<file path="config.mk">
export PLATFORM = sky130hd
export DESIGN_NAME = nnt_ctrl
export DESIGN_NICKNAME = d
export VERILOG_FILES = /design/src/rtl/nnt_pkg.sv /design/src/rtl/nnt_ctrl.sv
export SDC_FILE = /design/constraint.sdc
export NUM_CORES = 1
export LEC_CHECK = 0
export ABC_AREA = 1
export BUFFER_PORTS_ARGS = -buffer_cell sky130_fd_sc_hd__buf_2
export CELL_PAD_IN_SITES_DETAIL_PLACEMENT = 0
export CELL_PAD_IN_SITES_GLOBAL_PLACEMENT = 1
export CORE_ASPECT_RATIO = 2
export CORE_MARGIN = 2
export CORE_UTILIZATION = 35
export DETAILED_ROUTE_END_ITERATION = 8
export PLACE_DENSITY = 0.75
export SYNTH_ARGS = -nofsm -noshare
export SYNTH_HDL_FRONTEND = slang
export SYNTH_SLANG_ARGS = --single-unit
export TNS_END_PERCENT = 20
</file>
<file path="constraint.sdc">
create_clock -name clk -period 1.3 [get_ports clk]
set_input_delay 0.39 -clock clk [delete_from_list [all_inputs] [get_ports clk]]
set_output_delay 0.39 -clock clk [all_outputs]
set_load 0.01 [all_outputs]
</file>
<file path="src/rtl/nnt_pkg.sv">
// Types and constants shared by the nearest-neighbor tour modules
package nnt_pkg;

    // Fixed field widths
    localparam int ROW_W  = 5;
    localparam int REQ_W  = 16;
    localparam int NODE_W_OUT = 5;
    localparam int LEN_W  = 22;
    localparam int CNT_W  = 6;

    localparam logic [LEN_W-1:0] LEN_MAX        = 22'h3FFFFF;
    localparam logic [CNT_W-1:0] NODE_COUNT_RST = 6'd32;
    localparam logic [CNT_W-1:0] NODE_COUNT_MIN = 6'd2;

    // Controller states
    typedef enum logic [2:0] {
        ST_IDLE,
        ST_START,
        ST_SCAN,
        ST_SCAN_END,
        ST_STEP,
        ST_CLOSE,
        ST_FINISH
    } state_t;

    // Controller to datapath commands
    typedef struct packed {
        logic             mem_wr;
        logic             rd_scan;
        logic             rd_close;
        logic             tour_init;
        logic             step;
        logic             emit_last;
        logic [CNT_W-1:0] col;
    } cmd_t;

    // Datapath to controller status
    typedef struct packed {
        logic [CNT_W-1:0] n_eff;
        logic             out_free;
    } status_t;

endpackage

</file>
<file path="src/rtl/nnt_ctrl.sv">
// Tour controller: load, per-step row scan, closing edge, result sequencing
module nnt_ctrl (
    input  logic            clk,
    input  logic            rst_n,
    input  logic            in_valid,
    output logic            in_ready,
    input  logic            last,
    input  nnt_pkg::status_t status,
    output nnt_pkg::cmd_t    cmd
);
    import nnt_pkg::*;

    state_t           state_reg, state_next;
    logic [CNT_W-1:0] col_reg, col_next;
    logic [CNT_W-1:0] step_reg, step_next;
    logic [CNT_W-1:0] n_last;

    assign n_last = status.n_eff - CNT_W'(1);

    // State and counter registers
    always_ff @(posedge clk or negedge rst_n)
    begin
        if (!rst_n)
        begin
            state_reg <= ST_IDLE;
            col_reg   <= '0;
            step_reg  <= '0;
        end
        else
        begin
            state_reg <= state_next;
            col_reg   <= col_next;
            step_reg  <= step_next;
        end
    end

    // Next state and commands
    always_comb
    begin
        state_next = state_reg;
        col_next   = col_reg;
        step_next  = step_reg;
        in_ready   = 1'b0;
        cmd        = '0;
        cmd.col    = col_reg;
        case (state_reg)
            ST_IDLE:
            begin
                in_ready = 1'b1;
                if (in_valid)
                begin
                    cmd.mem_wr = 1'b1;
                    if (last)
                        state_next = ST_START;
                end
            end
            ST_START:
            begin
                // node 0 opens the tour
                if (status.out_free)
                begin
                    cmd.tour_init = 1'b1;
                    col_next      = '0;
                    step_next     = CNT_W'(1);
                    state_next    = ST_SCAN;
                end
            end
            ST_SCAN:
            begin
                // one read of the current row per cycle
                cmd.rd_scan = 1'b1;
                if (col_reg == n_last)
                    state_next = ST_SCAN_END;
                else
                    col_next = col_reg + CNT_W'(1);
            end
            ST_SCAN_END:
            begin
                // last column compared this cycle
                state_next = ST_STEP;
            end
            ST_STEP:
            begin
                if (status.out_free)
                begin
                    cmd.step = 1'b1;
                    col_next = '0;
                    if (step_reg == n_last)
                        state_next = ST_CLOSE;
                    else
                    begin
                        step_next  = step_reg + CNT_W'(1);
                        state_next = ST_SCAN;
                    end
                end
            end
            ST_CLOSE:
            begin
                // fetch return edge from row 0
                cmd.rd_close = 1'b1;
                state_next   = ST_FINISH;
            end
            ST_FINISH:
            begin
                if (status.out_free)
                begin
                    cmd.emit_last = 1'b1;
                    state_next    = ST_IDLE;
                end
            end
            default:
            begin
                state_next = ST_IDLE;
            end
        endcase
    end

endmodule

</file>
==> impl_metrics.toml, run 1 <==
[worst_setup_path]
rr_endpoint = "col_reg[5]"
cp.arrival_ns = 1.27
crit_path_start_kind = "flop"
worst_path_most_repeated_cell = "nor2_4"
crit_fanout = 3
cp.required_ns = 0.91
endpoint = "cmd[8]"
crit_path_max_incr_delay_ns = 0.40
timing.rr.start = "state_reg[0]"
reg2reg_depth = 9
critical_path_class = "reg2out"
slowest_stage = "dfrtp_1"
rrSetupSlack_ns = -0.22
end_kind = "primary output"
path_cells = "nor2_1 -> inv_2 -> nor2_4 -> inv_4 -> nor2_4 -> buf_6"
crit_start = "state_reg[2]"

[final_layout]
fin_nets = 314
final_cell_area_um2 = 2170
n_antenna_cell = 0
drive_gt1_frac = 0.421
syn_to_final_growth_pct = 53.4
fin_cells = 350
nFillCells = 413

[clock_network]
insertion_delay_ns = 0.25
clockRootBuffer = "clkbuf_8"
clk_pin_slew_ns = 0.06
cts_made_buffers = 3
cts_tree = "done"
htreeDepth = 1
cts_hold_buf = 0
clock-sinks = 15
clockBufferDepth = 2

[timing]
fmax_mhz = 603
slew_violations = 0
min_period_over_period = 1.28
worst_pin_slew_ns = 0.356
setup_slack_ns = -0.359
rsz0062_at_grt = "true"
relSlewSlack = 0.763
hold_viol = 0
fin_setup_tns_ns = -4.33
setup_viol = 23
skew_ns = 0.000708
fin_crit_ns = 1.66

[floorplanning]
die_y_um = 93.8
core_region_area_um2 = 3880
start_util = 0.364
ios = 24
rows = 32
die_x_um = 48.9
dieArea_um2 = 4590

[global_routing]
grt_max_degree = 16
antenna_found_initial = 0
grt_pass1_vias = 1665
grt_util_all_layers = 0.203
grt_pass1_wl_um = 7140
gr-total-overflow = 0

[drt]
drtPass1Iterations = 4
routed_wl_um = 4250
vias = 1628
remaining_drc_errors = 0
wl_per_cell_um = 12.1
vias_per_cell = 4.65
drt_iter0_markers = 29
antenna_left = 0

[logic_synthesis]
synthCells = 232
avgSynthCellArea_um2 = 6.09
syn-num-nets = 246
synth_area_leader_cell = "dfrtp_1"
synth_top_area_frac = 0.266
yosys.cell_types.count = 23
ys_ff_latch = 15
ys_seq_area_frac = 0.266
netlist_area_um2 = 1410
yosys-top-cells-area = "dfrtp_1 27%, nand2_1 23%, nand3_1 11%"
async_flop_share = 1.00
synth-main-ff-cell = "dfrtp_1"
synth-edff-count = 0
yosys_warnings = 0

[worst_hold_path]
holdCritPathClass = "in2async"

[place]
place_congestion = 0.853
portBuffers = 23
place_area_um2 = 1890
hpwlAfterDp_um = 3490
placed_cells = 341

[run_status]
failed_checks = "negative setup slack"
run_status = "complete, but fails checks"

[power]
p_per_area_nw_per_um2 = 1420
vdd_ir_drop_max_uv = 1180
p_leak_nw = 1.15

[run]
drv_cap = 0
[kinds of logic after synthesis]
logic type / synth area share
XOR/XNOR: 0.0487
buffers and inverters: 0.0948
adder cells (fa/ha/maj): 0.0266
AND/OR/NAND/NOR: 0.547
AO/OA/AOI/OAI: 0.0168
flip-flops: 0.266
[cell type report]
cell class | count | area, um2 | share of cell area
Multi-Input combinational cell | 182 | 1030 | 0.476
Timing Repair Buffer | 63 | 497 | 0.229
Sequential cell | 15 | 375 | 0.173
Inverter | 35 | 154 | 0.0710
Tap cell | 51 | 63.8 | 0.0294
Clock buffer | 4 | 45.0 | 0.0208
[through the flow]
stage          hold WS, ns  utilization  total power [W]  setup WS (ns)
2_1_floorplan       0.0944            -          0.00162         -0.185
3_3_place_gp         0.324        0.486          0.00234         -0.549
3_5_place_dp         0.332        0.486          0.00234         -0.584
4_1_cts             0.0597        0.535          0.00294         -0.334
5_1_grt             0.0674        0.558          0.00336         -0.434
6_report            0.0439        0.558          0.00308         -0.359
[worst max-delay path: cells and delay by family (launching register included)]
family / cells / cell delay [ns]
buf+inv: 3 / 0.25
simple gates: 3 / 0.38
flops: 1 / 0.40
[worst min-delay path by stage]
stage,cells past startpoint,to
3_5_place_dp,1,step_reg[0]
6_report,1,step_reg[5]
3_3_place_gp,1,step_reg[0]
2_1_floorplan,0,col_reg[0]
5_1_grt,1,step_reg[5]
4_1_cts,1,step_reg[0]
[power breakdown]
group          total, W  switching (W)  internal, W
Combinational   0.00204        0.00112     0.000917
Sequential     0.000663      0.0000946     0.000568
Clock          0.000381       0.000164     0.000217
Total           0.00308        0.00138      0.00170
[routing by layer]
| metal | share of wire | GRT usage |
|---|---|---|
| met4 | 0.045 | 0.105 |
| met3 | 0.024 | 0.0143 |
| met1 | 0.35 | 0.187 |
| met5 | 0 | 0 |
| met2 | 0.58 | 0.422 |
[synthesized netlist by cell type (4+ instances only)]
cell type and number:
dfrtp_1 15, nand2_2 7, nor2_1 23, nand2_1 87
inv_1 27, nand3_1 30, xor2_1 4, nand4_1 4
inv_2 7
[cells in the final DEF (no fill, tap or decap), types with 4 or more instances in the layout]
master	n
nand2_1	77
nand3_2	8
buf_2	15
inv_2	8
nor2_4	7
buf_6	11
nor2_1	16
inv_4	4
buf_4	35
nand4_1	4
nor2_2	6
nand2_2	16
nand3_1	24
inv_1	22
xor2_1	4
dfrtp_1	15
[timing repair]
| item | in CTS | in global routing |
|---|---|---|
| setup buffers | 4 | 1 |
| hold endpoints to repair | 0 | 0 |
| gates resized for setup | 30 | 23 |
| pin swaps | 10 | 13 |
| setup endpoints to repair | 25 | 25 |
Note: power is estimated with default switching activity, not from simulation.
==> run 2: changes to the inputs <==
--- a/config.mk
+++ b/config.mk
@@ -14,6 +14,7 @@
 export CORE_UTILIZATION = 35
 export DETAILED_ROUTE_END_ITERATION = 8
 export PLACE_DENSITY = 0.75
+export REMOVE_ABC_BUFFERS = 1
 export SYNTH_ARGS = -nofsm -noshare
 export SYNTH_HDL_FRONTEND = slang
 export SYNTH_SLANG_ARGS = --single-unit
==> impl_metrics.toml, run 2 (synthesis results as in run 1) <==
[drt]
drtPass1Iterations = 4
vias_per_cell = 4.64
remaining_drc_errors = 0
antenna_left = 0
routed_wl_um = 3960
vias = 1634
drt_iter0_markers = 15
wl_per_cell_um = 11.3

[worst_setup_path]
path_cells = "buf_6 -> buf_6 -> nor3_2 -> buf_2"
crit_fanout = 4
crit_family = "flip-flops"
crit_path_max_incr_delay_ns = 0.43
end_kind = "primary output"
critical_path_class = "reg2out"
cp.required_ns = 0.91
crit_path_start_kind = "flop"
cp.arrival_ns = 1.24
cp_num_buf_inv = 3
worst_path_most_repeated_cell = "buf_6"
slowest_stage = "dfrtp_1"

[global_routing]
grt_pass1_vias = 1555
antenna_found_initial = 0
gr-total-overflow = 0
grt_util_all_layers = 0.190
grt_max_degree = 16
grt_pass1_wl_um = 6760

[final_layout]
nFillCells = 428
syn_to_final_growth_pct = 55.3
final_cell_area_um2 = 2190
drive_gt1_frac = 0.425
fin_cells = 352
regArea_um2 = 380
n_antenna_cell = 0
final_cell_mix = "80 x nand2_1, 31 x buf_4, 26 x nand3_1, 23 x inv_1, 19 x buf_6"
layout_commonest_cell = "nand2_1"
multi_input_area_um2 = 1020
fin_nets = 316

[clock_network]
htreeDepth = 1
clk_pin_slew_ns = 0.07
cts_hold_buf = 0
insertion_delay_ns = 0.25
clock-sinks = 15
cts_made_buffers = 3
clockBufferDepth = 2
clockRootBuffer = "clkbuf_8"
cts_tree = "done"

[place]
portBuffers = 23
placed_cells = 343
place_congestion = 0.808
place_ws_ns = -0.621
place_area_um2 = 1870
hpwlAfterDp_um = 3150

[floorplanning]
dieArea_um2 = 4590
die_y_um = 93.8
start_util = 0.364
die_x_um = 48.9
core_region_area_um2 = 3880
ios = 24
rows = 32

[power]
p_per_area_nw_per_um2 = 1510
vdd_ir_drop_max_uv = 1130
p_leak_nw = 1.16

[worst_hold_path]
holdCritPathClass = "in2async"

[timing]
relSlewSlack = 0.756
slew_violations = 0
fin_crit_ns = 1.63
holdWs_ns = 0.0445
skew_ns = 0.00543
setup_slack_ns = -0.326
rsz0062_at_grt = "true"
fmax_mhz = 615
worst_pin_slew_ns = 0.367
setup_viol = 27
hold_viol = 0
min_period_over_period = 1.25

[run_status]
failed_checks = "negative setup slack"
run_status = "complete, but fails checks"

[run]
drv_cap = 0
-- run 2: cell count changes in the layout (fill, tap and decap cells not counted), moves of 2 or more --
cell | before | now
dfrtp_1 | 15 | 11
nand2_2 | 16 | 14
buf_6 | 11 | 19
dfrtp_2 | 0 | 4
nand3_2 | 8 | 6
nand3_1 | 24 | 26
nand2_1 | 77 | 80
buf_2 | 15 | 13
buf_4 | 35 | 31
-- run 2: final cells by class --
class	instances	area share
well taps	51	0.0291
flip-flops and latches	15	0.173
multi-input cells	182	0.465
clock buffers	3	0.0188
repair buffers	65	0.247
inverters	35	0.0645
clock inverters	1	0.00228
-- run 2: routing by layer --
metal / share of wire / GRT usage / wire length [um]
met1: 0.38 / 0.195 / 1500
met2: 0.57 / 0.368 / 2250
met3: 0.020 / 0.0143 / 80
met4: 0.032 / 0.102 / 127
met5: 0 / 0 / 0
-- run 2: stage by stage --
step	setup TNS (ns)	utilization	power (W)
after floorplan	-5.12	-	0.00160
after global placement	-8.94	0.481	0.00240
after detailed placement	-9.05	0.481	0.00241
after CTS	-5.91	0.525	0.00299
after global routing	-7.29	0.565	0.00361
final	-4.88	0.565	0.00331
-- run 2: path summary, 6_finish.rpt --
kind / startpoint / end / slack, ns / cells after the start
setup / recovery: state_reg[1] / cmd[9] / -0.33 / 4
hold / removal: rst_n / state_reg[1] / 0.04 / 1
setup reg to reg: state_reg[1] / col_reg[2] / -0.23 / 9
hold reg to reg: col_reg[3] / col_reg[3] / 0.55 / 2
max in group asynchronous: rst_n / state_reg[2] / 0.97 / 1
min in group clk: col_reg[3] / col_reg[3] / 0.55 / 2
-- run 2: repair_timing --
action / CTS / global route
pin swaps: 13 / 11
setup endpoints to repair: 27 / 27
gates cloned: 0 / 0
gates resized for setup: 24 / 40
setup buffers: 3 / 2
-- run 2: where the power goes --
part | switching (W) | total (W) | internal [W]
sequential | 0.000120 | 0.000694 | 0.000574
clock | 0.000181 | 0.000394 | 0.000213
combinational | 0.00112 | 0.00222 | 0.00110
total | 0.00142 | 0.00331 | 0.00189
